[config.mk]
export PLATFORM = sky130hd
export DESIGN_NAME = multi_click_hold_detector
export DESIGN_NICKNAME = d
export VERILOG_FILES = /design/src/rtl/mchd_pkg.sv /design/src/rtl/mchd_ram.sv /design/src/rtl/mchd_step.sv /design/src/rtl/multi_click_hold_detector.sv
export VERILOG_INCLUDE_DIRS = /design/src /design/src/rtl
export SDC_FILE = /design/constraint.sdc
export NUM_CORES = 1
export LEC_CHECK = 0
export BUFFER_PORTS_ARGS = -buffer_cell sky130_fd_sc_hd__buf_4
export CAP_MARGIN = 20
export CORE_MARGIN = 3
export CORE_UTILIZATION = 30
export DETAILED_ROUTE_END_ITERATION = 12
export SYNTH_ARGS = -nofsm -noshare
export SYNTH_HDL_FRONTEND = slang
export SYNTH_HIERARCHICAL = 1
export SYNTH_SLANG_ARGS = --single-unit
[constraint.sdc]
create_clock -name clock -period 9.9 [get_ports clock]
set_input_delay 0.99 -clock clock [delete_from_list [all_inputs] [get_ports clock]]
set_output_delay 0.99 -clock clock [all_outputs]
set_load 0.1 [all_outputs]
[src/rtl/multi_click_hold_detector_assert.svh]
// Assertion macros for the multi-click hold detector.
// MCHD_ASSERT checks outside reset; MCHD_ASSERT_ALWAYS checks at every edge.
`ifndef MULTI_CLICK_HOLD_DETECTOR_ASSERT_SVH
`define MULTI_CLICK_HOLD_DETECTOR_ASSERT_SVH
`ifndef ASSERT_OFF
`define MCHD_ASSERT(lbl, clk, rst, prop, msg) \
   lbl: assert property (@(posedge clk) disable iff (rst) prop) else $error(msg);
`define MCHD_ASSERT_ALWAYS(lbl, clk, prop, msg) \
   lbl: assert property (@(posedge clk) prop) else $error(msg);
`else
`define MCHD_ASSERT(lbl, clk, rst, prop, msg)
`define MCHD_ASSERT_ALWAYS(lbl, clk, prop, msg)
`endif
`endif

[src/rtl/mchd_pkg.sv]
package mchd_pkg;

   localparam int NUM_BUTTONS         = 4;
   localparam int TRIGGERS_PER_BUTTON = 4;
   localparam int BTN_W               = 2;
   localparam int SLOT_W              = 2;
   localparam int CLICK_W             = 6;
   localparam int CFG_W               = 16;

   localparam logic [CLICK_W-1:0] CLICK_MAX = 6'd63;

   // configuration register indexes
   localparam logic [1:0] CSR_HOLD_TICKS  = 2'd0;
   localparam logic [1:0] CSR_IDLE_TICKS  = 2'd1;
   localparam logic [1:0] CSR_ACTIVE_MASK = 2'd2;
   localparam logic [1:0] CSR_IN_USE      = 2'd3;

   localparam logic CMD_TICK = 1'b0;
   localparam logic CMD_TRIG = 1'b1;

   typedef enum logic [6:0] {
      BST_IDLE         = 7'b0000001,
      BST_PREP_PRESS   = 7'b0000010,
      BST_PRESSING     = 7'b0000100,
      BST_PREP_RELEASE = 7'b0001000,
      BST_RELEASE      = 7'b0010000,
      BST_HOLDING      = 7'b0100000,
      BST_PREP_IDLE    = 7'b1000000
   } btn_state_type;

   typedef struct packed {
      btn_state_type                  state;
      logic [CLICK_W-1:0]             clicks;
      logic                           hold;
      logic [TRIGGERS_PER_BUTTON-1:0] served;
   } btn_status_type;

   typedef struct packed {
      logic [CLICK_W-1:0] clicks;
      logic               hold;
      logic               enable;
   } trig_slot_type;

   typedef trig_slot_type [TRIGGERS_PER_BUTTON-1:0] trig_row_type;

endpackage

[src/rtl/mchd_ram.sv]
module mchd_ram #(
   parameter int WIDTH = 8,
   parameter int DEPTH = 4
) (
   input  logic                                     clock,
   input  logic                                     wr_en,
   input  logic [((DEPTH > 1) ? $clog2(DEPTH) : 1)-1:0] wr_addr,
   input  logic [WIDTH-1:0]                         wr_data,
   input  logic [((DEPTH > 1) ? $clog2(DEPTH) : 1)-1:0] rd_addr,
   output logic [WIDTH-1:0]                         rd_data
);

   logic [WIDTH-1:0] mem [DEPTH];

   always_ff @(posedge clock) begin
      if (wr_en) begin
         mem[wr_addr] <= wr_data;
      end
      rd_data <= mem[rd_addr];
   end

endmodule

[src/rtl/mchd_step.sv]
// One tick of one button machine, then the trigger match on the new state.
module mchd_step #(
   parameter int TICK_WIDTH = 16
) (
   input  mchd_pkg::btn_status_type         status_i,
   input  logic [TICK_WIDTH-1:0]            count_i,
   input  logic                             pressed,
   input  logic [mchd_pkg::CFG_W-1:0]       hold_ticks,
   input  logic [mchd_pkg::CFG_W-1:0]       idle_ticks,
   input  mchd_pkg::trig_row_type           row,
   output mchd_pkg::btn_status_type         status_o,
   output logic [TICK_WIDTH-1:0]            count_o,
   output logic [mchd_pkg::TRIGGERS_PER_BUTTON-1:0] fired,
   output logic                             idle_released
);

   localparam int CMP_W = (TICK_WIDTH > mchd_pkg::CFG_W) ? TICK_WIDTH : mchd_pkg::CFG_W;

   mchd_pkg::btn_status_type nxt;
   logic [TICK_WIDTH-1:0]    cnt_nxt;
   logic [TICK_WIDTH-1:0]    cnt_inc;
   logic [CMP_W-1:0]         cnt_x;
   logic                     hold_reached;
   logic                     idle_reached;

   assign cnt_x        = CMP_W'(count_i);
   assign hold_reached = cnt_x >= CMP_W'(hold_ticks);
   assign idle_reached = cnt_x >= CMP_W'(idle_ticks);
   // saturating count
   assign cnt_inc      = (&count_i) ? count_i : count_i + 1'b1;

   always_comb begin
      nxt           = status_i;
      cnt_nxt       = count_i;
      idle_released = 1'b0;
      unique case (status_i.state)
         mchd_pkg::BST_PREP_PRESS: begin
            nxt.state = mchd_pkg::BST_PRESSING;
            cnt_nxt   = '0;
         end
         mchd_pkg::BST_PRESSING: begin
            if (!pressed) begin
               nxt.state = mchd_pkg::BST_PREP_RELEASE;
            end else if (hold_reached) begin
               nxt.state = mchd_pkg::BST_HOLDING;
               cnt_nxt   = '0;
            end else begin
               cnt_nxt = cnt_inc;
            end
         end
         mchd_pkg::BST_PREP_RELEASE: begin
            cnt_nxt = '0;
            if (status_i.clicks != mchd_pkg::CLICK_MAX) begin
               nxt.clicks = status_i.clicks + 1'b1;
            end
            nxt.state = mchd_pkg::BST_RELEASE;
         end
         mchd_pkg::BST_RELEASE: begin
            if (pressed) begin
               nxt.state = mchd_pkg::BST_PREP_PRESS;
            end else if (idle_reached) begin
               nxt.state = mchd_pkg::BST_PREP_IDLE;
            end else begin
               cnt_nxt = cnt_inc;
            end
         end
         mchd_pkg::BST_HOLDING: begin
            nxt.hold = 1'b1;
            if (!pressed) begin
               cnt_nxt   = '0;
               nxt.state = mchd_pkg::BST_RELEASE;
            end
         end
         mchd_pkg::BST_PREP_IDLE: begin
            nxt.state  = mchd_pkg::BST_IDLE;
            cnt_nxt    = '0;
            nxt.clicks = '0;
            nxt.hold   = 1'b0;
         end
         default: begin
            // idle, and any stray code
            nxt.state = mchd_pkg::BST_IDLE;
            if (pressed) begin
               cnt_nxt    = '0;
               nxt.clicks = '0;
               nxt.hold   = 1'b0;
               nxt.served = '0;
               nxt.state  = mchd_pkg::BST_PREP_PRESS;
            end else begin
               idle_released = 1'b1;
            end
         end
      endcase
   end

   always_comb begin
      fired = '0;
      for (int s = 0; s < mchd_pkg::TRIGGERS_PER_BUTTON; s++) begin
         if (nxt.state != mchd_pkg::BST_IDLE && row[s].enable &&
             row[s].clicks == nxt.clicks && row[s].hold == nxt.hold && !nxt.served[s]) begin
            fired[s] = 1'b1;
         end
      end
   end

   always_comb begin
      status_o        = nxt;
      status_o.served = nxt.served | fired;
      count_o         = cnt_nxt;
   end

endmodule

[src/rtl/multi_click_hold_detector.sv]
// Multi-click / hold gesture detector for up to four buttons. A tick beat
// (cmd 0) carries the raw level of every button; a button is pressed when its
// level equals its bit of active_level_mask. If any in-use button changed
// level, or the sticky processing flag is set, every in-use button machine
// advances one step: it counts clicks (saturating at 63), declares a hold
// after hold_ticks pressed ticks and ends the sequence after idle_ticks
// released ticks. Each button has four trigger slots that fire once per
// sequence on a click count / hold match; fired slots show up in fired_mask.
// A tick gives one result beat per button in use, in button order, with
// last_of_tick on the final one; a tick with no buttons in use gives nothing.
// A cmd 1 beat rewrites one trigger slot, re-arms it and gives no result.
// Per-button records and trigger rows live in two small synchronous RAMs,
// walked with a read-modify-write one button per cycle while the result side
// accepts beats. A tick is the accept step, then one RAM read-modify-write
// per button in use, held while the result side stalls; a trigger write is a
// row read, then the merged write back. Reset is immediate: per-row valid
// flops stand in for the reset contents of both RAMs, so there is no
// clearing pass. Configuration writes are taken every cycle (csr_ready is
// tied high) and must only be issued while the block is idle.
module multi_click_hold_detector #(
   parameter int TICK_WIDTH = 16
) (
   input  logic                               clock,
   input  logic                               reset,

   input  logic                               req_valid,
   output logic                               req_ready,
   input  logic                               req_cmd,
   input  logic [3:0]                         req_raw_levels,
   input  logic [mchd_pkg::BTN_W-1:0]         req_trig_button,
   input  logic [mchd_pkg::SLOT_W-1:0]        req_trig_slot,
   input  logic [mchd_pkg::CLICK_W-1:0]       req_trig_clicks,
   input  logic                               req_trig_hold,
   input  logic                               req_trig_enable,

   output logic                               rsp_valid,
   input  logic                               rsp_ready,
   output logic [mchd_pkg::BTN_W-1:0]         rsp_button_index,
   output logic [mchd_pkg::CLICK_W-1:0]       rsp_click_count,
   output logic                               rsp_is_hold,
   output logic [3:0]                         rsp_fired_mask,
   output logic                               rsp_machines_ran,
   output logic                               rsp_last_of_tick,

   input  logic                               csr_valid,
   output logic                               csr_ready,
   input  logic [1:0]                         csr_index,
   input  logic [mchd_pkg::CFG_W-1:0]         csr_wdata
);

`include "multi_click_hold_detector_assert.svh"

   localparam int NB    = mchd_pkg::NUM_BUTTONS;
   localparam int ST_W  = $bits(mchd_pkg::btn_status_type);
   localparam int REC_W = ST_W + TICK_WIDTH;
   localparam int ROW_W = $bits(mchd_pkg::trig_row_type);

   typedef enum logic [2:0] {
      CTL_IDLE = 3'b001,
      CTL_WALK = 3'b010,
      CTL_TRIG = 3'b100
   } ctl_state_type;

   localparam mchd_pkg::btn_status_type STATUS_RESET = '{
      state:  mchd_pkg::BST_IDLE,
      clicks: '0,
      hold:   1'b0,
      served: '0
   };

   // configuration
   logic [mchd_pkg::CFG_W-1:0] hold_ticks_ff;
   logic [mchd_pkg::CFG_W-1:0] idle_ticks_ff;
   logic [3:0]                 active_mask_ff;
   logic [2:0]                 in_use_ff;

   // control
   ctl_state_type              ctl_ff, ctl_in;
   logic [mchd_pkg::BTN_W-1:0] btn_ff, btn_in;
   logic [mchd_pkg::BTN_W-1:0] last_ff, last_in;
   logic                       run_ff, run_in;
   logic                       proc_ff, proc_in;
   logic [NB-1:0]              pressed_ff, pressed_in;
   logic [NB-1:0]              prev_level_ff, prev_level_in;
   logic [NB-1:0]              rec_valid_ff, rec_valid_in;
   logic [NB-1:0]              row_valid_ff, row_valid_in;

   // latched trigger write
   logic [mchd_pkg::BTN_W-1:0]  tbtn_ff, tbtn_in;
   logic [mchd_pkg::SLOT_W-1:0] tslot_idx_ff, tslot_idx_in;
   mchd_pkg::trig_slot_type     tslot_ff, tslot_in;

   // result register
   logic                        out_valid_ff, out_valid_in;
   logic [mchd_pkg::BTN_W-1:0]  out_btn_ff, out_btn_in;
   logic [mchd_pkg::CLICK_W-1:0] out_clicks_ff, out_clicks_in;
   logic                        out_hold_ff, out_hold_in;
   logic [3:0]                  out_fired_ff, out_fired_in;
   logic                        out_ran_ff, out_ran_in;
   logic                        out_last_ff, out_last_in;

   // tick setup, worked out in the accept cycle
   logic [2:0]    n_eff;
   logic [NB-1:0] use_mask;
   logic [NB-1:0] pressed_now;
   logic          changed;
   logic          req_fire;
   logic          tick_start;

   // RAM ports
   logic                        rec_we, row_we;
   logic [mchd_pkg::BTN_W-1:0]  rec_waddr;
   logic [REC_W-1:0]            rec_wdata, rec_rdata;
   logic [ROW_W-1:0]            row_wdata, row_rdata;
   logic [mchd_pkg::BTN_W-1:0]  rd_addr;

   // current record, reset values where not yet written
   logic [mchd_pkg::BTN_W-1:0]  sel_btn;
   mchd_pkg::btn_status_type    cur_status;
   logic [TICK_WIDTH-1:0]       cur_cnt;
   mchd_pkg::trig_row_type      cur_row;
   mchd_pkg::trig_row_type      new_row;
   mchd_pkg::btn_status_type    trig_status;

   // step results
   mchd_pkg::btn_status_type    step_status;
   logic [TICK_WIDTH-1:0]       step_cnt;
   logic [3:0]                  step_fired;
   logic                        step_idle_rel;

   logic can_emit;
   logic walk_go;
   logic walk_last;

   assign csr_ready = 1'b1;
   assign req_ready = (ctl_ff == CTL_IDLE);
   assign req_fire  = req_valid && req_ready;
   assign can_emit  = !out_valid_ff || rsp_ready;
   assign walk_go   = (ctl_ff == CTL_WALK) && can_emit;
   assign walk_last = (btn_ff == last_ff);

   // ---------------- configuration ----------------
   always_ff @(posedge clock) begin
      if (reset) begin
         hold_ticks_ff  <= 16'd100;
         idle_ticks_ff  <= 16'd50;
         active_mask_ff <= '0;
         in_use_ff      <= '0;
      end else if (csr_valid && csr_ready) begin
         unique case (csr_index)
            mchd_pkg::CSR_HOLD_TICKS:  hold_ticks_ff  <= csr_wdata;
            mchd_pkg::CSR_IDLE_TICKS:  idle_ticks_ff  <= csr_wdata;
            mchd_pkg::CSR_ACTIVE_MASK: active_mask_ff <= csr_wdata[3:0];
            mchd_pkg::CSR_IN_USE:      in_use_ff      <= csr_wdata[2:0];
            default: ;
         endcase
      end
   end

   // ---------------- tick setup ----------------
   // buttons in use clamp at the button count
   assign n_eff       = (in_use_ff > 3'(NB)) ? 3'(NB) : in_use_ff;
   assign pressed_now = ~(req_raw_levels ^ active_mask_ff);

   always_comb begin
      for (int i = 0; i < NB; i++) begin
         use_mask[i] = (3'(i) < n_eff);
      end
   end

   assign changed    = |((pressed_now ^ prev_level_ff) & use_mask);
   assign tick_start = req_fire && (req_cmd == mchd_pkg::CMD_TICK) && (n_eff != 3'd0);

   // ---------------- memories ----------------
   // read address runs one button ahead of the walk; held while stalled
   always_comb begin
      unique case (ctl_ff)
         CTL_IDLE: rd_addr = (req_cmd == mchd_pkg::CMD_TRIG) ? req_trig_button : '0;
         CTL_WALK: rd_addr = walk_go ? btn_ff + 1'b1 : btn_ff;
         CTL_TRIG: rd_addr = tbtn_ff;
         default:  rd_addr = btn_ff;
      endcase
   end

   mchd_ram #(.WIDTH(REC_W), .DEPTH(NB)) u_rec_ram (
      .clock   (clock),
      .wr_en   (rec_we),
      .wr_addr (rec_waddr),
      .wr_data (rec_wdata),
      .rd_addr (rd_addr),
      .rd_data (rec_rdata)
   );

   mchd_ram #(.WIDTH(ROW_W), .DEPTH(NB)) u_row_ram (
      .clock   (clock),
      .wr_en   (row_we),
      .wr_addr (tbtn_ff),
      .wr_data (row_wdata),
      .rd_addr (rd_addr),
      .rd_data (row_rdata)
   );

   assign sel_btn = (ctl_ff == CTL_TRIG) ? tbtn_ff : btn_ff;

   always_comb begin
      if (rec_valid_ff[sel_btn]) begin
         cur_status = mchd_pkg::btn_status_type'(rec_rdata[REC_W-1 -: ST_W]);
         cur_cnt    = rec_rdata[TICK_WIDTH-1:0];
      end else begin
         cur_status = STATUS_RESET;
         cur_cnt    = '0;
      end
      // a row never written reads as all slots disabled
      cur_row = row_valid_ff[sel_btn] ? mchd_pkg::trig_row_type'(row_rdata) : '0;
   end

   mchd_step #(.TICK_WIDTH(TICK_WIDTH)) u_step (
      .status_i      (cur_status),
      .count_i       (cur_cnt),
      .pressed       (pressed_ff[btn_ff]),
      .hold_ticks    (hold_ticks_ff),
      .idle_ticks    (idle_ticks_ff),
      .row           (cur_row),
      .status_o      (step_status),
      .count_o       (step_cnt),
      .fired         (step_fired),
      .idle_released (step_idle_rel)
   );

   // trigger write: merge the slot, re-arm its served bit
   always_comb begin
      new_row                = cur_row;
      new_row[tslot_idx_ff]  = tslot_ff;
      trig_status            = cur_status;
      trig_status.served[tslot_idx_ff] = 1'b0;
   end

   assign row_we    = (ctl_ff == CTL_TRIG);
   assign row_wdata = ROW_W'(new_row);
   assign rec_we    = (ctl_ff == CTL_TRIG) || (walk_go && run_ff);
   assign rec_waddr = sel_btn;
   assign rec_wdata = (ctl_ff == CTL_TRIG) ? {trig_status, cur_cnt} : {step_status, step_cnt};

   // ---------------- control ----------------
   always_comb begin
      ctl_in        = ctl_ff;
      btn_in        = btn_ff;
      last_in       = last_ff;
      run_in        = run_ff;
      proc_in       = proc_ff;
      pressed_in    = pressed_ff;
      prev_level_in = prev_level_ff;
      rec_valid_in  = rec_valid_ff;
      row_valid_in  = row_valid_ff;
      tbtn_in       = tbtn_ff;
      tslot_idx_in  = tslot_idx_ff;
      tslot_in      = tslot_ff;

      unique case (ctl_ff)
         CTL_IDLE: begin
            if (req_fire && req_cmd == mchd_pkg::CMD_TRIG) begin
               tbtn_in         = req_trig_button;
               tslot_idx_in    = req_trig_slot;
               tslot_in.clicks = req_trig_clicks;
               tslot_in.hold   = req_trig_hold;
               tslot_in.enable = req_trig_enable;
               ctl_in          = CTL_TRIG;
            end else if (tick_start) begin
               pressed_in    = pressed_now;
               prev_level_in = (prev_level_ff & ~use_mask) | (pressed_now & use_mask);
               run_in        = changed || proc_ff;
               if (changed || proc_ff) begin
                  proc_in = 1'b1;
               end
               btn_in  = '0;
               last_in = mchd_pkg::BTN_W'(n_eff - 3'd1);
               ctl_in  = CTL_WALK;
            end
         end
         CTL_WALK: begin
            if (walk_go) begin
               if (run_ff) begin
                  rec_valid_in[btn_ff] = 1'b1;
                  if (step_idle_rel) begin
                     proc_in = 1'b0;
                  end
               end
               if (walk_last) begin
                  ctl_in = CTL_IDLE;
               end else begin
                  btn_in = btn_ff + 1'b1;
               end
            end
         end
         CTL_TRIG: begin
            rec_valid_in[tbtn_ff] = 1'b1;
            row_valid_in[tbtn_ff] = 1'b1;
            ctl_in                = CTL_IDLE;
         end
         default: ctl_in = CTL_IDLE;
      endcase
   end

   // ---------------- result register ----------------
   always_comb begin
      out_valid_in  = out_valid_ff;
      out_btn_in    = out_btn_ff;
      out_clicks_in = out_clicks_ff;
      out_hold_in   = out_hold_ff;
      out_fired_in  = out_fired_ff;
      out_ran_in    = out_ran_ff;
      out_last_in   = out_last_ff;
      if (walk_go) begin
         out_valid_in = 1'b1;
         out_btn_in   = btn_ff;
         out_ran_in   = run_ff;
         out_last_in  = walk_last;
         if (run_ff) begin
            out_clicks_in = step_status.clicks;
            out_hold_in   = step_status.hold;
            out_fired_in  = step_fired;
         end else begin
            out_clicks_in = cur_status.clicks;
            out_hold_in   = cur_status.hold;
            out_fired_in  = '0;
         end
      end else if (rsp_ready) begin
         out_valid_in = 1'b0;
      end
   end

   always_ff @(posedge clock) begin
      if (reset) begin
         ctl_ff        <= CTL_IDLE;
         btn_ff        <= '0;
         last_ff       <= '0;
         run_ff        <= 1'b0;
         proc_ff       <= 1'b0;
         prev_level_ff <= '0;
         rec_valid_ff  <= '0;
         row_valid_ff  <= '0;
         out_valid_ff  <= 1'b0;
      end else begin
         ctl_ff        <= ctl_in;
         btn_ff        <= btn_in;
         last_ff       <= last_in;
         run_ff        <= run_in;
         proc_ff       <= proc_in;
         prev_level_ff <= prev_level_in;
         rec_valid_ff  <= rec_valid_in;
         row_valid_ff  <= row_valid_in;
         out_valid_ff  <= out_valid_in;
      end
   end

   always_ff @(posedge clock) begin
      pressed_ff    <= pressed_in;
      tbtn_ff       <= tbtn_in;
      tslot_idx_ff  <= tslot_idx_in;
      tslot_ff      <= tslot_in;
      out_btn_ff    <= out_btn_in;
      out_clicks_ff <= out_clicks_in;
      out_hold_ff   <= out_hold_in;
      out_fired_ff  <= out_fired_in;
      out_ran_ff    <= out_ran_in;
      out_last_ff   <= out_last_in;
   end

   assign rsp_valid        = out_valid_ff;
   assign rsp_button_index = out_btn_ff;
   assign rsp_click_count  = out_clicks_ff;
   assign rsp_is_hold      = out_hold_ff;
   assign rsp_fired_mask   = out_fired_ff;
   assign rsp_machines_ran = out_ran_ff;
   assign rsp_last_of_tick = out_last_ff;

   // ---------------- checks ----------------
   `MCHD_ASSERT(a_fired_needs_run, clock, reset,
      (rsp_valid && rsp_fired_mask != 4'd0) |-> rsp_machines_ran, "fired slots without a machine step")
   `MCHD_ASSERT(a_walk_in_range, clock, reset,
      (ctl_ff == CTL_WALK) |-> (btn_ff <= last_ff), "walk index past last button in use")
   `MCHD_ASSERT(a_trig_one_cycle, clock, reset,
      (ctl_ff == CTL_TRIG) |=> (ctl_ff == CTL_IDLE), "trigger write did not finish in one cycle")
   `MCHD_ASSERT(a_rec_write_owner, clock, reset,
      rec_we |-> (ctl_ff == CTL_TRIG || (ctl_ff == CTL_WALK && run_ff)), "stray record write")

endmodule
Yosys cells after proc, flatten, opt, wreduce, memory -nomap -nowiden. Memories as Yosys holds them, arrays and structs flattened. A register that Yosys moved wholly into a read port is not among the register bits. Index checks and enable logic that the tools add are counted.

Register bits: 92. RAM bits: 264. Bits of input ports: 40. Output and inout bits: 18. Logic and storage cells: 224. Memories kept: 2.

Memories: u_rec_ram.mem (depth 4, bits a word 34, read ports 1, clocked after Yosys merged registers in 1, write ports 1, RTL line mchd_ram.sv:13) `logic [WIDTH-1:0] mem [DEPTH];`; u_row_ram.mem (depth 4, bits a word 32, read ports 1, clocked after Yosys merged registers in 1, write ports 1, RTL line mchd_ram.sv:13).

Add/subtract/negate cells: 4. Magnitude comparators: 14. Equality and inequality tests: 32. Multiplexer cells: 77. Bitwise gates (word level): 16. Reduce and logical (&&, ||, !) cells: 54.

Operators with widths (number): $mux 16 (8); $pmux 16 s4 (1); $pmux 7 s6 (1); $mux 7 (5); $mux 34 (1); $bwmux 32 (1); $ge 16x16->1 (2); $mux 32 (1); $logic_and 1x1->1 (25); $mux 1 (25); $eq 6x6->1 (4); $or 4x4->4 (5); $mux 18 (1); $pmux 6 s3 (1); $add 16x1->16 const B (1); $and 4x4->4 (4); $demux 8 s2 (1); $reduce_and 16->1 (1); $mux 3 (5); $mux 2 (7); $mux 13 (1); $lt 2x3->1 const B (4); $mux 4 (3); $mux 6 (2); 49 further kinds (87).

Depth between registers and ports, before layout.
Word-level depth: 17. Depth in mapped cells: 22. Gate-level depth less buffers: 17.

By module. The synthesis kept the hierarchy.

Modules (own cells, without submodules): multi_click_hold_detector (instances 1, cells each 755, area each 5938.2 um^2, sequential area each 2152.1 um^2); mchd_ram at u_rec_ram (instances 1, cells each 216, area each 5666.7 um^2, sequential area each 4764.6 um^2); mchd_ram at u_row_ram (instances 1, cells each 203, area each 5330.1 um^2, sequential area each 4484.3 um^2); mchd_step (instances 1, cells each 396, area each 2573.7 um^2, sequential area each 0.0 um^2).

Least setup slack after synthesis. No wires, ideal clock.

Path type: register to register. Start point: reg ctl_ff[2]. End point: mem u_rec_ram/mem[0][0] (netlist name) (enable). Library setup time: 0.475 ns. Arrival: 4.118 ns. Data required time: 9.425 ns. Path slack: 5.308 ns. Stages on the path, launching flop included: 9. Buffers on the path: 3. Period minus slack after synthesis: 4.592 ns. Path through: dfxtp_1 -> buf_6 -> or3b_1 -> buf_4 -> inv_4 -> mux2i_4 -> inv_2 -> buf_2 -> nor3b_1.

Elaborated cells between the ends (all ways): 8. Classes of those cells: eq/ne: 2; mux: 3; reduce/logical: 3.

RTL lines: from (decl) (RTL line multi_click_hold_detector.sv:78) `ctl_state_type ctl_ff, ctl_in;`; from (signal assigned) (RTL line multi_click_hold_detector.sv:344) `ctl_ff <= ctl_in;`; $eq 3x3->1 (RTL line multi_click_hold_detector.sv:203) `assign sel_btn = (ctl_ff == CTL_TRIG) ? tbtn_ff : btn_ff;`; $mux 2 (RTL line multi_click_hold_detector.sv:203); via rec_waddr (one bit) (RTL line multi_click_hold_detector.sv:112) `logic [mchd_pkg::BTN_W-1:0] rec_waddr;`; to (decl) (RTL line mchd_ram.sv:13).

The timed path passes the listed nets, and every way through them passes these cells.

Worst setup path after layout.
Start point: reg ctl_ff[0]. End point: mem u_rec_ram/mem[0][7] (netlist name), data pin.

Word-level cells in the longest chain between the ends: 11. Elaborated cells between the ends (all ways): 26. Classes of those cells: add/sub: 1; order compare: 2; eq/ne: 7; mux: 14; reduce/logical: 2.

Ends and longest elaborated chain: $eq 3x3->1 * (RTL line multi_click_hold_detector.sv:203); $mux 2 * (RTL line multi_click_hold_detector.sv:203); via rec_waddr (one bit) (RTL line multi_click_hold_detector.sv:112); $bmux 1 s2 * (RTL line multi_click_hold_detector.sv:206) `if (rec_valid_ff[sel_btn]) begin`; $mux 1 (implied by the code) * (RTL line multi_click_hold_detector.sv:206); $mux 16 * (RTL line multi_click_hold_detector.sv:206); via cur_cnt[0] (RTL line multi_click_hold_detector.sv:120) `logic [TICK_WIDTH-1:0] cur_cnt;`; $add 16x1->16 or $reduce_and 16->1 (tied branches) (RTL line mchd_step.sv:30) `assign cnt_inc = (&count_i) ? count_i : count_i + 1'b1;`; $mux 16 (RTL line mchd_step.sv:30); $mux 16 (on tied branches) (RTL line mchd_step.sv:61, mchd_step.sv:44); $mux 16 (on tied branches) (RTL line mchd_step.sv:59, mchd_step.sv:42); $pmux 16 s4 * (RTL line mchd_step.sv:36) `unique case (status_i.state)`; via step_cnt[7] (RTL line multi_click_hold_detector.sv:127) `logic [TICK_WIDTH-1:0] step_cnt;`; $mux 34 * (RTL line multi_click_hold_detector.sv:242) `assign rec_wdata = (ctl_ff == CTL_TRIG) ? {trig_status, cur_cnt} : {step_status, step_cnt};`; via rec_wdata[7] (RTL line multi_click_hold_detector.sv:113) `logic [REC_W-1:0] rec_wdata, rec_rdata;`.

The timed path passes the listed nets; every way through them passes the cells marked *. The select of a mux whose other input is x is not followed.

==> impl_metrics.tcl <==
set metrics [dict create \
    dr.pass1.iters 5 \
    synth.area.top_cells "edfxtp_1 (45%), dfxtp_1 (13%), mux4_2 (7.3%), nand2_1 (4.7%), ha_1 (2.5%)" \
    post_drt_wl_per_cell_um 19.7 \
    grt_pass1_wl_mm 75.3 \
    place_ws_ns 3.26 \
    num_vias 12900 \
    crit_type "reg2reg" \
    status "finished clean" \
    ir_worst_vdd_mv 0.119 \
    switchingPower_w 0.000807 \
    ff_latch_area_um2 11400 \
    vias_per_cell 5.20 \
    rsz0062_at_grt "no" \
    powerDensity_nw_per_um2 168 \
    postCtsSetupRepairBufs 0 \
    syn-num-nets 1649 \
    p_leak_nw 7.70 \
    wl_mm 48.7 \
    cpLargestDelayFamily "compound AO/OA/AOI/OAI gates" \
    n_fill_cell 6211 \
    die_w_um 261 \
    postRouteAntennaNets 0 \
    synth_warnings 6 \
    drt_iter0_drc 1108 \
    grt_util_all_layers 0.142 \
    synthCells 1570 \
    cp_slowest_cell "a22o_1" \
    tightest_slew_ns 1.09 \
    core_um2 63700 \
    numCtsBuffers 43 \
    clk_latency_ns 0.56 \
    layout_commonest_cell "edfxtp_1" \
    min_period_over_period 0.641 \
    fin_hold_ws_ns 0.458 \
    cp-end-kind "flop" \
    grt_overflow_total 0 \
    die_y_um 261 \
    cp_max_fo 43 \
    yosysUniqueCellTypes 87 \
    fmax_ghz 0.158 \
    final.setup.tns_ns 0 \
    grt_pass1_vias 12700 \
    max_stage_delay_ns 0.78 \
    place_hpwl_mm 30.9 \
    cts.reportedPaths.clkPinSlew_ns 0.06 \
    initial_utilization 0.306 \
    place_congestion 0.839 \
    io_buffers 56 \
    hold_buffers 0 \
    area_delta_synth_final_pct 13.4 \
    synthFlopType "edfxtp_1" \
    multiInputGateArea_um2 7420 \
    synth.top_cell.area_share 0.454 \
    p_int_w 0.00291 \
    path_buf_inv 4 \
    cts_tree "built" \
    mostFrequentLayoutCells "edfxtp_1 (295), nand2_1 (245), dfxtp_1 (127)" \
    ctsResizeCount 0 \
    ys_seq_area_frac 0.584 \
    synth_edf_count 295 \
    stdcell_count 2475 \
    pwr-share-clk 0.435 \
    crit_chain "or3b_1 > buf_4 > inv_4 > o21ai_2 > mux2i_4 > buf_4 > nor2b_1 > inv_1 > ha_1 > nand2b_1 > a2111oi_0 > o211a_1 > o21ai_0 > a21oi_1 > a22o_1 > a31oi_1 > a31oi_1 > nand2_1 > nand2_1" \
    finClkSkew_ns 0.0284 \
    drive_above_1_share 0.149 \
    synth_top_area_cell "edfxtp_1" \
    finalNetCount 1674 \
    hold_violations 0 \
    min_period_ns 6.34 \
    maxCapViolCount 0 \
    rows 92 \
    setup_viol 0 \
    power.share.combinational 0.045 \
    power_w 0.00372 \
    clockBufferDepth 3 \
    synth_area_per_cell_um2 12.4 \
    antenna_found_initial 0 \
    clock-sinks 422 \
    htreeDepth 2 \
    worst_ep_required_time_ns 10.28 \
    pwr-share-seq 0.520 \
    synth-seq-cells 422 \
    worst_ep_arrival_time_ns 6.73 \
    relSlewSlack 0.275 \
    drcViolationCount 0 \
    min_path_type "reg2reg" \
    root_buffer "clkbuf_16" \
    grt_max_degree 67 \
    dp.cells 2390 \
    critPathLaunchType "flop" \
    insertedDiodeCount 0 \
    finalWorstSetupSlack_ns 3.56 \
    die-area_um2 68100 \
    synth_area_um2 19500 \
    sw_frac_of_total 0.217 \
    synthArstFlopShare 0 \
    io_pins 58 \
    slew_viol_final 0 \
]
==> cells in the mapped netlist (10+ instances only) <==
library cell / count
dfxtp_1: 127
ha_1: 39
o211ai_1: 38
nand3b_1: 23
buf_2: 19
nand2b_1: 16
nor3_1: 16
o2111ai_1: 34
a21oi_1: 76
nor2_1: 42
xnor2_1: 10
mux4_2: 63
nand2_1: 245
nor4_1: 13
clkbuf_1: 56
mux2i_1: 26
a31oi_1: 15
nand4_1: 12
o21ai_0: 32
and2_1: 45
nor2b_1: 48
inv_1: 54
edfxtp_1: 295
nand3_1: 54
xor2_1: 11
==> power by group through the flow <==
stage	Clock [W]	Combinational (W)	Sequential [W]
2_1_floorplan	0	0.000131	0.00195
3_3_place_gp	0	0.000164	0.00197
3_5_place_dp	0	0.000168	0.00197
4_1_cts	0.00165	0.000168	0.00193
5_1_grt	0.00173	0.000185	0.00193
6_report	0.00162	0.000167	0.00193
==> per-layer routing <==
layer	vias to the layer above	wire (um)	global-route usage
met4	0	833	0.0351
li1	5949	-	-
met1	6476	22400	0.200
met5	-	0	0
met2	389	22600	0.228
met3	62	2880	0.0238
==> path summary, 6_finish.rpt <==
check	start	slack, ns	depth (start not counted)	endpoint
max	ctl_ff[0]	3.56	19	u_rec_ram/mem[0][7]
min	idle_ticks_ff[2]	0.46	2	idle_ticks_ff[2]
max reg2reg	ctl_ff[0]	3.56	19	u_rec_ram/mem[0][7]
min reg2reg	idle_ticks_ff[2]	0.46	2	idle_ticks_ff[2]
==> through the flow <==
stage | utilization | cell area, um2
finish | 0.348 | 22100
global route | 0.348 | 22100
CTS | 0.346 | 22000
detailed placement | 0.324 | 20600
global placement | 0.324 | 20600
floorplan | - | 19500
==> kinds of logic after synthesis <==
group,Yosys count,share of synthesized area
buffers and inverters,152,0.0387
AO/OA/AOI/OAI,273,0.0978
AND/OR/NAND/NOR,563,0.146
multiplexers,97,0.0959
other,1,0.000192
flip-flops,422,0.584
adder cells (fa/ha/maj),39,0.0250
XOR/XNOR,23,0.0119
==> area by class of cell <==
class,count,area share
clock buffers,54,0.0519
well taps,846,0.0478
flip-flops and latches,422,0.515
clock inverters,25,0.0113
inverters,56,0.00961
repair buffers,76,0.0289
multi-input cells,996,0.335
==> flip-flops by register name, indices dropped and copies added (netlist names), 4 cells and up, named ones only <==
name and count:
u_rec_ram/mem 136, u_row_ram/mem 128, u_rec_ram/rd_data 34, u_row_ram/rd_data 32, hold_ticks_ff 16, idle_ticks_ff 16
tslot_ff 8, rsp_click_count 6, active_mask_ff 4, pressed_ff 4, rec_valid_ff 4, row_valid_ff 4
rsp_fired_mask 4
==> worst register-to-register path, stage by stage, from the launching register on <==
cell and delay (ns):
dfxtp_1 0.57, or3b_1 0.18, buf_4 0.46, inv_4 0.39, o21ai_2 0.56, mux2i_4 0.30, buf_4 0.42, nor2b_1 0.23
inv_1 0.13, ha_1 0.23, nand2b_1 0.14, a2111oi_0 0.42, o211a_1 0.26, o21ai_0 0.13, a21oi_1 0.28, a22o_1 0.78
a31oi_1 0.17, a31oi_1 0.29, nand2_1 0.09, nand2_1 0.15
(Power assumes the default switching activity.)
